### src/design/hcbd_pkg.sv
`timescale 1ns / 1ps
// Shared types and constants for the HTTP chunked body decoder.
// Used by every design file and by the checker; depends on nothing.
package hcbd_pkg;

    localparam int SIZE_BITS_DEF = 32;

    localparam logic [7:0] BYTE_CR    = 8'h0D;
    localparam logic [7:0] BYTE_LF    = 8'h0A;
    localparam logic [7:0] BYTE_SEMI  = 8'h3B;
    localparam logic [7:0] BYTE_SPACE = 8'h20;
    localparam logic [1:0] TRAILER_LEN = 2'd2;

    typedef enum logic [1:0] {
        KIND_PAYLOAD = 2'd0,
        KIND_END_OK  = 2'd1,
        KIND_END_ERR = 2'd2
    } t_kind;

    typedef struct packed {
        logic [7:0] data_in;
        logic       body_end;
    } t_in;

    typedef struct packed {
        logic [7:0] data_out;
        t_kind      kind;
        logic       last_of_run;
    } t_out;

    // Results produced by one accepted byte: num is 0, 1 or 2.
    typedef struct packed {
        logic [1:0] num;
        t_out       first;
        t_out       second;
    } t_push;

endpackage

### src/design/http_chunked_body_decoder.sv
`timescale 1ns / 1ps
// Top level of the HTTP chunked body decoder.
// Depends on hcbd_pkg, hcbd_core and hcbd_outq.
//
//  channel | direction | handshake                   | payload
//  in      | input     | i_in_valid / o_in_stall     | i_in_data  (t_in)
//  out     | output    | o_out_valid / i_out_stall   | o_out_data (t_out)
//
// A byte is decoded in the cycle it is accepted and its results are written to a
// four-entry queue; a result can be taken the cycle after. One byte per cycle while
// bytes give at most one result and the output is not stalled; the queue's single
// read port gives one result a cycle, so bytes that give two results slow the input.
// The input stalls when the queue holds more than two results. Reset is synchronous
// and clears the framing state and the queue at once.
module http_chunked_body_decoder #(
    parameter int SIZE_BITS = hcbd_pkg::SIZE_BITS_DEF
) (
    input  logic           i_clk,
    input  logic           i_rst_n,
    input  logic           i_in_valid,
    output logic           o_in_stall,
    input  hcbd_pkg::t_in  i_in_data,
    output logic           o_out_valid,
    input  logic           i_out_stall,
    output hcbd_pkg::t_out o_out_data
);

    hcbd_pkg::t_push push;
    logic            full;
    logic            in_xfer;

    assign o_in_stall = full;
    assign in_xfer    = i_in_valid && !full;

    hcbd_core #(
        .SIZE_BITS (SIZE_BITS)
    ) u_core (
        .i_clk    (i_clk),
        .i_rst_n  (i_rst_n),
        .i_accept (in_xfer),
        .i_item   (i_in_data),
        .o_push   (push)
    );

    hcbd_outq u_outq (
        .i_clk   (i_clk),
        .i_rst_n (i_rst_n),
        .i_push  (push),
        .i_pop   (!i_out_stall),
        .o_valid (o_out_valid),
        .o_full  (full),
        .o_item  (o_out_data)
    );

endmodule

### src/design/hcbd_core.sv
`timescale 1ns / 1ps
// Framing state machine: parses size lines, counts payload, skips trailers.
// Depends on hcbd_pkg; feeds its results to hcbd_outq.
module hcbd_core #(
    parameter int SIZE_BITS = hcbd_pkg::SIZE_BITS_DEF
) (
    input  logic                i_clk,
    input  logic                i_rst_n,
    input  logic                i_accept,
    input  hcbd_pkg::t_in       i_item,
    output hcbd_pkg::t_push     o_push
);

    typedef enum logic [1:0] {
        PH_LINE,
        PH_PAY,
        PH_SKIP,
        PH_DONE
    } t_phase;

    typedef enum logic [1:0] {
        DP_SPACE,
        DP_DIGITS,
        DP_STOP
    } t_dphase;

    t_phase               r_phase, n_phase;
    t_dphase              r_dphase, n_dphase;
    logic [SIZE_BITS-1:0] r_acc, n_acc;
    logic [SIZE_BITS-1:0] r_rem, n_rem;
    logic [1:0]           r_skip, n_skip;
    logic                 r_prev_cr, n_prev_cr;
    logic                 r_ovf, n_ovf;

    logic [7:0]           b;
    logic                 hex_ok;
    logic [3:0]           hex_val;
    logic [SIZE_BITS-1:0] rem_dec;
    logic [1:0]           skip_dec;
    hcbd_pkg::t_push      push;

    assign b = i_item.data_in;

    always_comb begin
        hex_ok  = 1'b1;
        hex_val = 4'd0;
        if (b >= 8'h30 && b <= 8'h39) begin
            hex_val = 4'(b - 8'h30);
        end else if (b >= 8'h61 && b <= 8'h66) begin
            hex_val = 4'(b - 8'h57);
        end else if (b >= 8'h41 && b <= 8'h46) begin
            hex_val = 4'(b - 8'h37);
        end else begin
            hex_ok = 1'b0;
        end
    end

    assign rem_dec  = (r_rem != '0) ? r_rem - {{(SIZE_BITS-1){1'b0}}, 1'b1} : r_rem;
    assign skip_dec = (r_skip != 2'd0) ? r_skip - 2'd1 : r_skip;

    always_comb begin
        n_phase   = r_phase;
        n_dphase  = r_dphase;
        n_acc     = r_acc;
        n_rem     = r_rem;
        n_skip    = r_skip;
        n_prev_cr = r_prev_cr;
        n_ovf     = r_ovf;
        push      = '0;

        if (i_accept) begin
            case (r_phase)
                PH_LINE: begin
                    if (r_prev_cr && b == hcbd_pkg::BYTE_LF) begin
                        n_prev_cr = 1'b0;
                        if (r_ovf) begin
                            push.first.kind = hcbd_pkg::KIND_END_ERR;
                            push.num        = 2'd1;
                            n_phase         = PH_DONE;
                        end else if (r_acc == '0) begin
                            push.first.kind = hcbd_pkg::KIND_END_OK;
                            push.num        = 2'd1;
                            n_phase         = PH_DONE;
                        end else begin
                            n_rem   = r_acc;
                            n_phase = PH_PAY;
                        end
                    end else if (r_prev_cr) begin
                        // A lone CR is line text that is not a digit, so it ends the digits.
                        if (r_dphase != DP_STOP) begin
                            n_dphase = DP_STOP;
                        end
                        n_prev_cr = (b == hcbd_pkg::BYTE_CR);
                    end else if (b == hcbd_pkg::BYTE_CR) begin
                        n_prev_cr = 1'b1;
                    end else if (r_dphase != DP_STOP) begin
                        if (b == hcbd_pkg::BYTE_SEMI) begin
                            n_dphase = DP_STOP;
                        end else if (!(r_dphase == DP_SPACE && b == hcbd_pkg::BYTE_SPACE)) begin
                            if (!hex_ok) begin
                                n_dphase = DP_STOP;
                            end else begin
                                n_dphase = DP_DIGITS;
                                if (!r_ovf) begin
                                    if (r_acc[SIZE_BITS-1 -: 4] != 4'd0) begin
                                        n_ovf = 1'b1;
                                    end else begin
                                        n_acc = {r_acc[SIZE_BITS-5:0], hex_val};
                                    end
                                end
                            end
                        end
                    end
                end
                PH_PAY: begin
                    push.first.data_out = b;
                    push.first.kind     = hcbd_pkg::KIND_PAYLOAD;
                    push.num            = 2'd1;
                    n_rem               = rem_dec;
                    if (rem_dec == '0) begin
                        n_phase = PH_SKIP;
                        n_skip  = hcbd_pkg::TRAILER_LEN;
                    end
                end
                PH_SKIP: begin
                    n_skip = skip_dec;
                    if (skip_dec == 2'd0) begin
                        n_phase   = PH_LINE;
                        n_acc     = '0;
                        n_dphase  = DP_SPACE;
                        n_prev_cr = 1'b0;
                        n_ovf     = 1'b0;
                    end
                end
                default: begin
                end
            endcase

            if (i_item.body_end) begin
                if (n_phase == PH_PAY) begin
                    if (push.num == 2'd0) begin
                        push.first.kind = hcbd_pkg::KIND_END_ERR;
                        push.num        = 2'd1;
                    end else begin
                        push.second.kind = hcbd_pkg::KIND_END_ERR;
                        push.num         = 2'd2;
                    end
                end else if (n_phase == PH_LINE || n_phase == PH_SKIP) begin
                    if (push.num == 2'd0) begin
                        push.first.kind = hcbd_pkg::KIND_END_OK;
                        push.num        = 2'd1;
                    end else begin
                        push.second.kind = hcbd_pkg::KIND_END_OK;
                        push.num         = 2'd2;
                    end
                end
                n_phase   = PH_LINE;
                n_acc     = '0;
                n_dphase  = DP_SPACE;
                n_prev_cr = 1'b0;
                n_ovf     = 1'b0;
                n_rem     = '0;
                n_skip    = 2'd0;
            end

            if (push.num == 2'd1) begin
                push.first.last_of_run = 1'b1;
            end
            if (push.num == 2'd2) begin
                push.second.last_of_run = 1'b1;
            end
        end
    end

    assign o_push = push;

    always_ff @(posedge i_clk) begin
        if (!i_rst_n) begin
            r_phase   <= PH_LINE;
            r_dphase  <= DP_SPACE;
            r_acc     <= '0;
            r_rem     <= '0;
            r_skip    <= 2'd0;
            r_prev_cr <= 1'b0;
            r_ovf     <= 1'b0;
        end else begin
            r_phase   <= n_phase;
            r_dphase  <= n_dphase;
            r_acc     <= n_acc;
            r_rem     <= n_rem;
            r_skip    <= n_skip;
            r_prev_cr <= n_prev_cr;
            r_ovf     <= n_ovf;
        end
    end

endmodule

### src/design/hcbd_outq.sv
`timescale 1ns / 1ps
// Four-entry result queue: takes up to two results a cycle, gives one.
// Depends on hcbd_pkg; written by hcbd_core.
module hcbd_outq (
    input  logic            i_clk,
    input  logic            i_rst_n,
    input  hcbd_pkg::t_push i_push,
    input  logic            i_pop,
    output logic            o_valid,
    output logic            o_full,
    output hcbd_pkg::t_out  o_item
);

    localparam int DEPTH = 4;
    localparam int PW    = $clog2(DEPTH);
    localparam int CW    = $clog2(DEPTH + 1);

    hcbd_pkg::t_out r_mem [DEPTH];
    logic [PW-1:0]  r_wp, n_wp;
    logic [PW-1:0]  r_rp, n_rp;
    logic [CW-1:0]  r_count, n_count;
    logic           pop;

    assign o_valid = (r_count != '0);
    // Room for two results must be there before a byte is taken.
    assign o_full  = (r_count > CW'(DEPTH - 2));
    assign o_item  = r_mem[r_rp];
    assign pop     = i_pop && o_valid;

    always_comb begin
        n_wp    = r_wp + PW'(i_push.num);
        n_rp    = r_rp + PW'(pop);
        n_count = r_count + CW'(i_push.num) - CW'(pop);
    end

    always_ff @(posedge i_clk) begin
        if (i_push.num != 2'd0) begin
            r_mem[r_wp] <= i_push.first;
        end
        if (i_push.num == 2'd2) begin
            r_mem[r_wp + PW'(1)] <= i_push.second;
        end
    end

    always_ff @(posedge i_clk) begin
        if (!i_rst_n) begin
            r_wp    <= '0;
            r_rp    <= '0;
            r_count <= '0;
        end else begin
            r_wp    <= n_wp;
            r_rp    <= n_rp;
            r_count <= n_count;
        end
    end

endmodule

### config.mk
export PLATFORM = sky130hd
export DESIGN_NAME = http_chunked_body_decoder
export DESIGN_NICKNAME = d
export VERILOG_FILES = /design/src/design/hcbd_pkg.sv /design/src/design/http_chunked_body_decoder.sv /design/src/design/hcbd_core.sv /design/src/design/hcbd_outq.sv
export SDC_FILE = /design/constraint.sdc
export NUM_CORES = 1
export LEC_CHECK = 0
export ABC_AREA = 1
export BUFFER_PORTS_ARGS = -buffer_cell sky130_fd_sc_hd__buf_2
export CORE_MARGIN = 2
export CORE_UTILIZATION = 30
export CTS_CLUSTER_DIAMETER = 60
export DETAILED_ROUTE_END_ITERATION = 8
export PLACE_DENSITY = 0.53
export SLEW_MARGIN = 20
export SYNTH_ARGS = -nofsm -noshare
export SYNTH_HDL_FRONTEND = slang
export SYNTH_SLANG_ARGS = --single-unit
export TNS_END_PERCENT = 10
### constraint.sdc
create_clock -name i_clk -period 3.7 [get_ports i_clk]
set_input_delay 0.185 -clock i_clk [delete_from_list [all_inputs] [get_ports i_clk]]
set_output_delay 0.185 -clock i_clk [all_outputs]
set_load 0.005 [all_outputs]
**After elaboration in Yosys (flattened, before gate mapping)**

Memory sizes are Yosys's and may differ from the RTL's. A register that Yosys moved wholly into a read port is not among the register bits.
Index checks and enable logic that the tools add are counted.

- Register bits: 79
- RAM bits: 44
- Bits of input ports: 13
- Memories kept: 1

- $add $sub $neg: 10
- $lt $le $gt $ge: 7
- Equality and inequality tests: 27
- Mux-type cells: 97
- Reduce and logical (&&, ||, !) cells: 31

Memory list:

| name | depth | bits a word | read ports | clocked after memory_dff | write ports | RTL line | source |
|---|---|---|---|---|---|---|---|
| u_outq.r_mem | 4 | 11 | 1 | 1 | 2 | hcbd_outq.sv:18 | `hcbd_pkg::t_out r_mem [DEPTH];` |

Operators with widths:

| cell | count |
|---|---|
| two-way mux 32 bit | 16 |
| case mux 32 bit (2 select lines) | 2 |
| two-way mux 2 bit | 41 |
| zero test 32 bit | 2 |
| nonzero test 32 bit | 1 |
| subtractor 32 x 1 -> 32 bit, second input constant | 1 |
| two-way mux 1 bit | 26 |
| inequality test 3 bit, second input constant | 8 |
| equality test 8 x 4 -> 1 bit, second input constant | 2 |
| equality test 8 x 6 -> 1 bit, second input constant | 2 |
| greater-or-equal comparator 8 x 7 -> 1 bit, second input constant | 2 |
| <= comparator 8 x 7 -> 1 bit, second input constant | 2 |
| inequality test 3 x 2 -> 1 bit, second input constant | 5 |
| two-way mux 13 bit | 1 |
| two-way mux 4 bit | 3 |
| case mux 2 bit (2 select lines) | 3 |
| AND reduction 12 bit | 1 |
| nonzero test 3 bit | 4 |
| zero test 2 bit | 5 |
| AND reduction 10 bit | 1 |
| equality test 2 bit, second input constant | 4 |
| greater-or-equal comparator 8 x 6 -> 1 bit, second input constant | 1 |
| <= comparator 8 x 6 -> 1 bit, second input constant | 1 |
| two-way mux 8 bit | 1 |
| 24 further kinds | 37 |

**Depth between registers and ports, before layout**

Gate-level depths: netlist of run 1.

- Depth in word-level cells: 18
- Mapped depth: 27

**Modules after synthesis**

Synthesis of run 1 repeated with hierarchy kept, for this count alone.

- Cells, all modules: 1104
- Area, all modules: 7846.3 um^2

Modules (own cells, without submodules):

| module | instances | cells an instance | area each (um^2) | seq. area each (um^2) |
|---|---|---|---|---|
| hcbd_core | 1 | 828 | 5021.1 | 1441.4 |
| hcbd_outq | 1 | 273 | 2811.4 | 1461.4 |
| http_chunked_body_decoder | 1 | 3 | 13.8 | 0.0 |

**Worst setup path after synthesis of run 1**

No wires, ideal clock.

- Path type: flip-flop to flip-flop
- Start: register u_core.r_rem[0]
- End: register u_outq.r_count[2]
- Data arrival time: 3459 ps
- Required time: 3580 ps
- Path slack: 121 ps
- Stages on the path, launching flop included: 26
- Path buffers: 1
- Period minus slack after synthesis: 3579 ps
- Cells stage by stage: dfxtp_1 > inv_1 > ha_1 > nand2_4 > nor2_4 > nand2_4 > nor2_8 > inv_4 > buf_6 > nand2_1 > nand2_1 > nor2_2 > nand3_1 > nor2_1 > nand2_2 > nand2_1 > ha_1 > inv_1 > nand2_1 > nand3_4 > ha_1 > inv_1 > fa_1 > xor2_1 > o21ai_0 > a21oi_1

- Longest elaborated chain between the ends: 15
- Elaborated cells between the ends (all ways): 18
- Classes of those cells: 3 x add/sub; 2 x eq/ne; 9 x mux; 4 x reduce/logical

RTL lines:

| element | RTL line | source |
|---|---|---|
| start, declared | hcbd_core.sv:30 | `logic [SIZE_BITS-1:0] r_rem, n_rem;` |
| start signal, assigned | hcbd_core.sv:190 | `r_rem <= n_rem;` |
| subtractor 32 x 1 -> 32 bit or nonzero test 32 bit (tied branches) | hcbd_core.sv:58 | `assign rem_dec = (r_rem != '0) ? r_rem - {{(SIZE_BITS-1){1'b0}}, 1'b1} : r_rem;` |
| two-way mux 32 bit (*) | hcbd_core.sv:58 |  |
| zero test 32 bit (*) | hcbd_core.sv:120 | `if (rem_dec == '0) begin` |
| two-way mux 2 bit (*) | hcbd_core.sv:120 |  |
| case mux 2 bit (3 select lines) (*) | hcbd_core.sv:72 | `case (r_phase)` |
| two-way mux 2 bit (*) | hcbd_core.sv:71 | `if (i_accept) begin` |
| equality test 2 bit or zero test 2 bit (tied branches) | hcbd_core.sv:148 | `end else if (n_phase == PH_LINE \|\| n_phase == PH_SKIP) begin` |
| logical OR 1 bit | hcbd_core.sv:148 |  |
| two-way mux 2 bit | hcbd_core.sv:148 |  |
| two-way mux 2 bit (*) | hcbd_core.sv:140 | `if (n_phase == PH_PAY) begin` |
| two-way mux 2 bit (*) | hcbd_core.sv:139 | `if (i_item.body_end) begin` |
| two-way mux 2 bit (*) | hcbd_core.sv:71 |  |
| two-way mux 13 bit (*) | hcbd_core.sv:71 |  |
| adder 3 x 2 -> 3 bit (*) | hcbd_outq.sv:33 | `n_count = r_count + CW'(i_push.num) - CW'(pop);` |
| subtractor 3 x 1 -> 3 bit (*) | hcbd_outq.sv:33 |  |
| end signal, assigned | hcbd_outq.sv:53 | `r_count <= n_count;` |
| end, declared | hcbd_outq.sv:21 | `logic [CW-1:0] r_count, n_count;` |

Every way passes the cells marked *; elsewhere a longest branch is shown, timed or not. The select of a mux whose other input is x is not followed.
A chain may end at the register's enable or synchronous reset.

**Worst setup path in the final report of run 1**

- Start: register u_core.r_rem[17]
- End: register u_outq.r_count[2]

Same word-level chain as after synthesis.

==> out/qor.yml, run 1 <==
layout-drive-gt1-share_pct: 18.8
ys_warn_count: 0
overflow: 0
clkTransAtPathRegs_ns: 0.07
yosysUniqueCellTypes: 44
end_kind: "flip-flop"
die_w_um: 163
path_cells: "nor2_2, nand2_2, nor2_4, nand2_2, nor2_8, buf_6, inv_6, nand2_2, nand2_1, nor2_2, nand3_2, nor2_2, nand2_2, nand2_2, ha_1, inv_1, nand2_2, nand3_4, ha_1, inv_1, fa_2, xor2_2, o21ai_1, a21oi_1"
power.total_mw: 4.49
cp.arrival_ns: 3.82
dp_cells: 1495
gp_congestion: 0.906
io_pins: 26
numCtsBuffers: 17
synth-edff-count: 12
crit_type: "flip-flop to flip-flop"
antenna_found_initial: 0
utilization_pct: 36.5
design_area_um2: 9120
cts_tree: "done"
grt_max_degree: 65
clock-sinks: 123
syn_inst: 1156
vias_per_cell: 5.03
async_flop_share_pct: 0
synth.cell_area_um2: 7560
seq_area_frac_synth_pct: 34.1
cp_num_buf_inv: 4
fin_crit_ns: 3.50
synth.net_count: 1181
synthTopCellsByArea: "dfxtp_1 29%, nand2_1 14%, nor2_1 7.6%"
start_kind: "flip-flop"
cp_common_cell: "nand2_2"
io_buffer_count: 25
fillers: 2761
hp-class: "primary input to flip-flop"
grt_usage_pct: 18.0
h-tree-depth: 4
drt.antenna.violating_nets: 0
fin_cells: 1543
slowest_stage: "fa_2"
clock_path_buffers: 2
startpoint: "u_core.r_rem[17]"
nNetsFinal: 1225
drt_drc_violations_left: 0
dp_hpwl_mm: 16.4
hold_viol: 0
drt-initial-drc-count: 654
vias: 7767
ff_latch_area_um2: 2610
wl_per_cell_um: 15.1
reg2reg_from: "u_core.r_rem[17]"
setup_viol: 0
slew_violations: 0
skew_ns: 0.0139
p_per_area_nw_per_um2: 492
wl_mm: 23.3
cp_top_family: "simple AND/OR/NAND/NOR gates"
crit_fanout: 8
finalCritPeriodShare_pct: 94.7
core_um2: 25000
initial_utilization_pct: 30.3
dieArea_um2: 26500
p_leak_nw: 4.11
maxCapViolCount: 0
yosysTopAreaCellShare_pct: 29.4
die_h_um: 163
root_buffer: "clkbuf_16"
grt_pass1_vias: 7131
peakVddDrop_mv: 0.242
max_stage_delay_ns: 0.40
fmax_ghz: 0.285
synth_seq_cells: 123
clock_latency_ns: 0.43
row_count: 58
synth_area_per_cell_um2: 6.54
syn_to_final_growth_pct: 20.6
drt_pre_antenna_iters: 5
grt_first_pass_wirelength_mm: 38.0
post-synth-top-area-cell: "dfxtp_1"
min_from: "i_rst_n"
insertedDiodeCount: 0
required_ns: 4.02
place_area_um2: 8150
relSlewSlack_pct: 33.7
status: "finished, final reports clean"
multiInputGateArea_um2: 4530
synth-main-ff-cell: "dfxtp_1"
setup_tns_ns: 0
worst_pin_slew_ns: 0.995
## cell usage after synthesis, types with 3 or more instances
cell type,count
nand2_1,282
nor2_1,153
dfxtp_1,111
a21oi_1,101
nand3_1,101
inv_1,100
o21ai_0,63
clkbuf_1,41
a211oi_1,20
o211ai_1,18
nand4_1,13
nor2_2,13
edfxtp_1,12
o22ai_1,12
ha_1,11
buf_6,10
nor3_1,9
o21ai_1,9
a22oi_1,8
nand2_2,8
nand3b_1,6
nor4_1,6
xor2_1,6
buf_1,5
nand2_4,4
nor2_4,4
a31oi_1,3
buf_2,3
or2_2,3
xnor2_1,3
## path summary, 6_finish.rpt
kind                             to  slack (ns)  depth (start not counted)
setup reg to reg  u_outq.r_count[2]        0.20                         24
hold reg to reg   u_outq.r_count[2]        0.46                          1
setup / recovery  u_outq.r_count[2]        0.20                         24
hold / removal       u_outq.r_rp[0]        0.02                          3
## area by class of cell
| cell class | instances | share of cell area (%) |
|---|---|---|
| multi-input cells | 870 | 49.7 |
| inverters | 104 | 4.42 |
| clock buffers | 17 | 4.67 |
| repair buffers | 82 | 6.33 |
| repair inverters | 2 | 0.192 |
| well taps | 330 | 4.53 |
| clock inverters | 15 | 1.61 |
| flip-flops and latches | 123 | 28.6 |
## layer usage
layer  routed length [um]  vias up  track usage (%)
li1                     -     3928                -
met1                11300     3624             24.8
met2                10600      179             28.7
met3                  928       36             2.80
met4                  497        0             5.99
met5                    0        -                0
## tightest hold or removal path: stages
cell and delay (ns):
buf_2 0.14, nand2_1 0.06, inv_1 0.03
## power by group
part	leakage [nW]	internal (mW)	switching, mW
logic	2.81	0.423	0.737
clock network	0.278	0.896	0.758
registers	1.03	1.55	0.120
total	4.11	2.87	1.61
## metrics by stage
step           worst slack, ns  hold slack, ns
2_1_floorplan            0.121           0.278
3_3_place_gp          -0.00402           0.442
3_5_place_dp           -0.0306           0.443
4_1_cts                 0.0240         0.00687
5_1_grt                -0.0346          0.0222
6_report                 0.195          0.0249
## sequential cells by signal, summed over array words and instances (netlist names)
signal            count
u_outq.r_mem         44
u_core.r_acc         32
u_core.r_rem         32
u_outq.r_count        3
u_core.r_dphase       2
u_core.r_phase        2
u_core.r_skip         2
u_outq.r_rp           2
u_outq.r_wp           2
u_core.r_ovf          1
u_core.r_prev_cr      1
## placed cells by master, fill, tap and decap left out, types with 3 or more instances in the layout
cell type and instances:
a31oi_1 3, o211ai_1 18, nor3_1 9, buf_6 3
nand3_1 99, inv_2 4, o22ai_1 12, a21oi_1 100
nand4_1 13, o21ai_0 60, nand3b_1 6, clkbuf_16 17
nor2_1 131, nand2_4 6, nand2_1 263, dfxtp_1 92
nand2_2 24, or2_2 3, inv_8 5, buf_4 53
ha_1 9, o21ai_1 10, xor2_1 5, a22oi_1 8
nor2_2 21, xnor2_1 3, dfxtp_2 19, buf_2 25
nor4_1 6, edfxtp_1 12, nor2_4 18, inv_6 7
inv_1 97, a211oi_1 20
## cells by family after synthesis
logic type,share of synthesized area [%]
AOI/OAI and AO/OA,18.0
and+or+nand+nor,35.6
adders and majority gates,2.08
DFF,34.1
xor gates and xnor gates,1.04
buffers and inverters,9.17
## what timing repair did
| item | in CTS | in global routing |
|---|---|---|
| hold endpoints to repair | 0 | 0 |
| pin swaps | 0 | 30 |
| resized for setup | 1 | 95 |
| gates cloned | 0 | 2 |
| hold buffers | 0 | 0 |
| buffers inserted | 0 | 14 |
| endpoints found under the setup margin | 1 | 7 |
Power figures use the tool's default switching activity.
==> run 2: changes to the inputs <==
- PLACE_DENSITY: 0.53 -> 0.56
==> run 2 against run 1 <==
  * Register-to-register slack got worse by 0.02 ns
  * Combinational power is essentially flat
  * Via count is 1.9% lower
  * Highest routed layer unchanged
  * Critical path type unchanged
==> out/qor.yml, run 2 (same netlist as run 1, synthesis figures left out) <==
fin_cells: 1535  # -0.52%
syn_to_final_growth_pct: 18.8
p_per_area_nw_per_um2: 502  # +2.0%
clock_latency_ns: 0.42  # about the same
vias: 7620  # -1.9%
maxCapViolCount: 0  # unchanged
start_kind: "flip-flop"
drt_pre_antenna_iters: 7  # +2
peakVddDrop_mv: 0.330  # +37%
worst_pin_slew_ns: 0.857  # -0.138 ns
grt_first_pass_wirelength_mm: 36.0  # -5.5%
final_common_cell: "nand2_1"
io_buffer_count: 25  # unchanged
grt_max_degree: 47  # -28%
nNetsFinal: 1217  # -0.65%
h-tree-depth: 4  # unchanged
dieArea_um2: 26500  # unchanged
drt-initial-drc-count: 603  # -7.8%
finalCritPeriodShare_pct: 95.3  # +0.54 points
cp.arrival_ns: 3.84  # +0.02 ns
clkTransAtPathRegs_ns: 0.06  # about the same
cts_tree: "done"
r2r_slack_ns: 0.18  # -0.02 ns
clock-sinks: 123  # unchanged
die_h_um: 163  # unchanged
grt_usage_pct: 17.0  # -0.99 points
setup_viol: 0  # unchanged
p_leak_nw: 4.06  # -1.2%
place_area_um2: 8100  # -0.61%
hp-class: "primary input to flip-flop"
endpoint: "u_outq.r_count[2]"
wl_per_cell_um: 14.5  # -4.3%
layout-drive-gt1-share_pct: 15.9  # -2.9 points
row_count: 58  # unchanged
root_buffer: "clkbuf_16"
die_w_um: 163  # unchanged
preCtsSetupSlack_ns: 0.0165  # +0.0470 ns
status: "finished, final reports clean"
crit_fanout: 7  # -1
wl_mm: 22.2  # -4.8%
largest_reg_flops: 44  # unchanged
startpoint: "u_core.r_rem[17]"
antenna_found_initial: 0  # unchanged
final_cell_mix: "274 x nand2_1, 134 x nor2_1, 104 x dfxtp_1, 100 x nand3_1, 100 x a21oi_1"
clock_path_buffers: 2  # unchanged
fin_crit_ns: 3.52  # +0.0199 ns
insertedDiodeCount: 0  # unchanged
initial_utilization_pct: 30.3  # unchanged
hold_buffers: 0  # unchanged
required_ns: 4.01  # about the same
fmax_ghz: 0.284  # -0.56%
io_pins: 26  # unchanged
dp_hpwl_mm: 15.8  # -3.8%
hold_viol: 0  # unchanged
crit_type: "flip-flop to flip-flop"
top_register: "u_outq.r_mem"
hold-worst-slack_ns: 0.0578  # +0.0329 ns
reg2reg_from: "u_core.r_rem[17]"
r2r_end: "u_outq.r_count[2]"
setup_ws_ns: 0.175  # -0.0199 ns
drt_drc_violations_left: 0  # unchanged
rr_worst_depth: 24  # unchanged
reg_top3: "u_outq.r_mem x44, u_core.r_acc x32, u_core.r_rem x32"
overflow: 0  # unchanged
end_kind: "flip-flop"
core_um2: 25000  # unchanged
grt_pass1_vias: 6987  # -2.0%
skew_ns: 0.0114  # -0.00248 ns
design_area_um2: 8980  # -1.5%
vias_per_cell: 4.96  # -1.4%
fillers: 2697  # -2.3%
dp_cells: 1490  # -0.33%
slew_violations: 0  # unchanged
gp_congestion: 0.933  # +3.0%
numCtsBuffers: 17  # unchanged
drt.antenna.violating_nets: 0  # unchanged
relSlewSlack_pct: 42.8  # +9.1 points
[run 2: cell count changes in the layout (fill, tap and decap cells not counted), moves of 4 or more]
| cell | before | now |
|---|---|---|
| nor2_2 | 21 | 25 |
| nand2_1 | 263 | 274 |
| buf_4 | 53 | 47 |
| clkinv_4 | 1 | 5 |
| nand2_2 | 24 | 15 |
| inv_8 | 5 | 0 |
| nor2_4 | 18 | 11 |
| dfxtp_1 | 92 | 104 |
| dfxtp_2 | 19 | 7 |
[run 2: per-layer routing]
layer  wire (um)  GRT usage, %  part of all wire [%]
met5           0             0                     0
met3         792          2.80                   3.6
met1       11000          23.6                    50
met4         489          5.95                   2.2
met2        9910          26.7                    45
[run 2: how the worst min path moves through the flow]
stage | start | end | cells past startpoint | slack (ns)
floorplan | i_rst_n | u_outq.r_count[0] | 2 | 0.28
global placement | u_outq.r_count[2] | u_outq.r_count[2] | 1 | 0.44
detailed placement | u_outq.r_count[2] | u_outq.r_count[2] | 1 | 0.44
CTS | i_rst_n | u_outq.r_rp[0] | 3 | 0.05
global route | i_rst_n | u_outq.r_rp[0] | 3 | 0.06
finish | i_rst_n | u_outq.r_rp[0] | 3 | 0.06
[run 2: final cells by class]
class | instances | area (um^2) | share of cell area (%)
tap | 330 | 413 | 4.60
clock inverter | 11 | 106 | 1.18
clock buffer | 21 | 503 | 5.60
sequential | 123 | 2590 | 28.8
timing repair inverter | 2 | 17.5 | 0.195
inverter | 104 | 403 | 4.48
multi-input combinational | 870 | 4440 | 49.4
timing repair buffer | 74 | 509 | 5.67
[run 2: metrics by stage]
step	TNS, ns	util (%)	total power [mW]
global placement	0	32.4	2.81
detailed placement	0	32.4	2.82
finish	0	36.0	4.51
floorplan	0	-	2.47
CTS	0	34.9	4.52
global route	-0.0245	36.0	4.79
[run 2: timing repair]
item,CTS,global route
setup endpoints to repair,0,58
gates resized for setup,0,57
endpoints found under the hold margin,0,0
buffers inserted,0,11
[run 2: worst max-delay path, cell delays in order (launching register included)]
cell and delay (ns):
dfxtp_1 0.35, nor2_2 0.19, nand2_2 0.10, nor2_4 0.13
nand2_4 0.09, nor2_8 0.26, buf_4 0.16, or2_2 0.11
and2_1 0.12, nand4_1 0.10, nor2_1 0.15, nand2_2 0.08
nand2_1 0.06, ha_1 0.21, inv_1 0.05, nand2_1 0.05
nand2_2 0.09, nand2_4 0.05, nand2_4 0.05, inv_2 0.06
ha_2 0.18, fa_2 0.38, xor2_2 0.19, o21ai_1 0.12
a21oi_1 0.04
[run 2: power breakdown]
part	switching (mW)	internal, mW
registers	0.122	1.56
clock network	0.652	1.05
logic	0.717	0.417
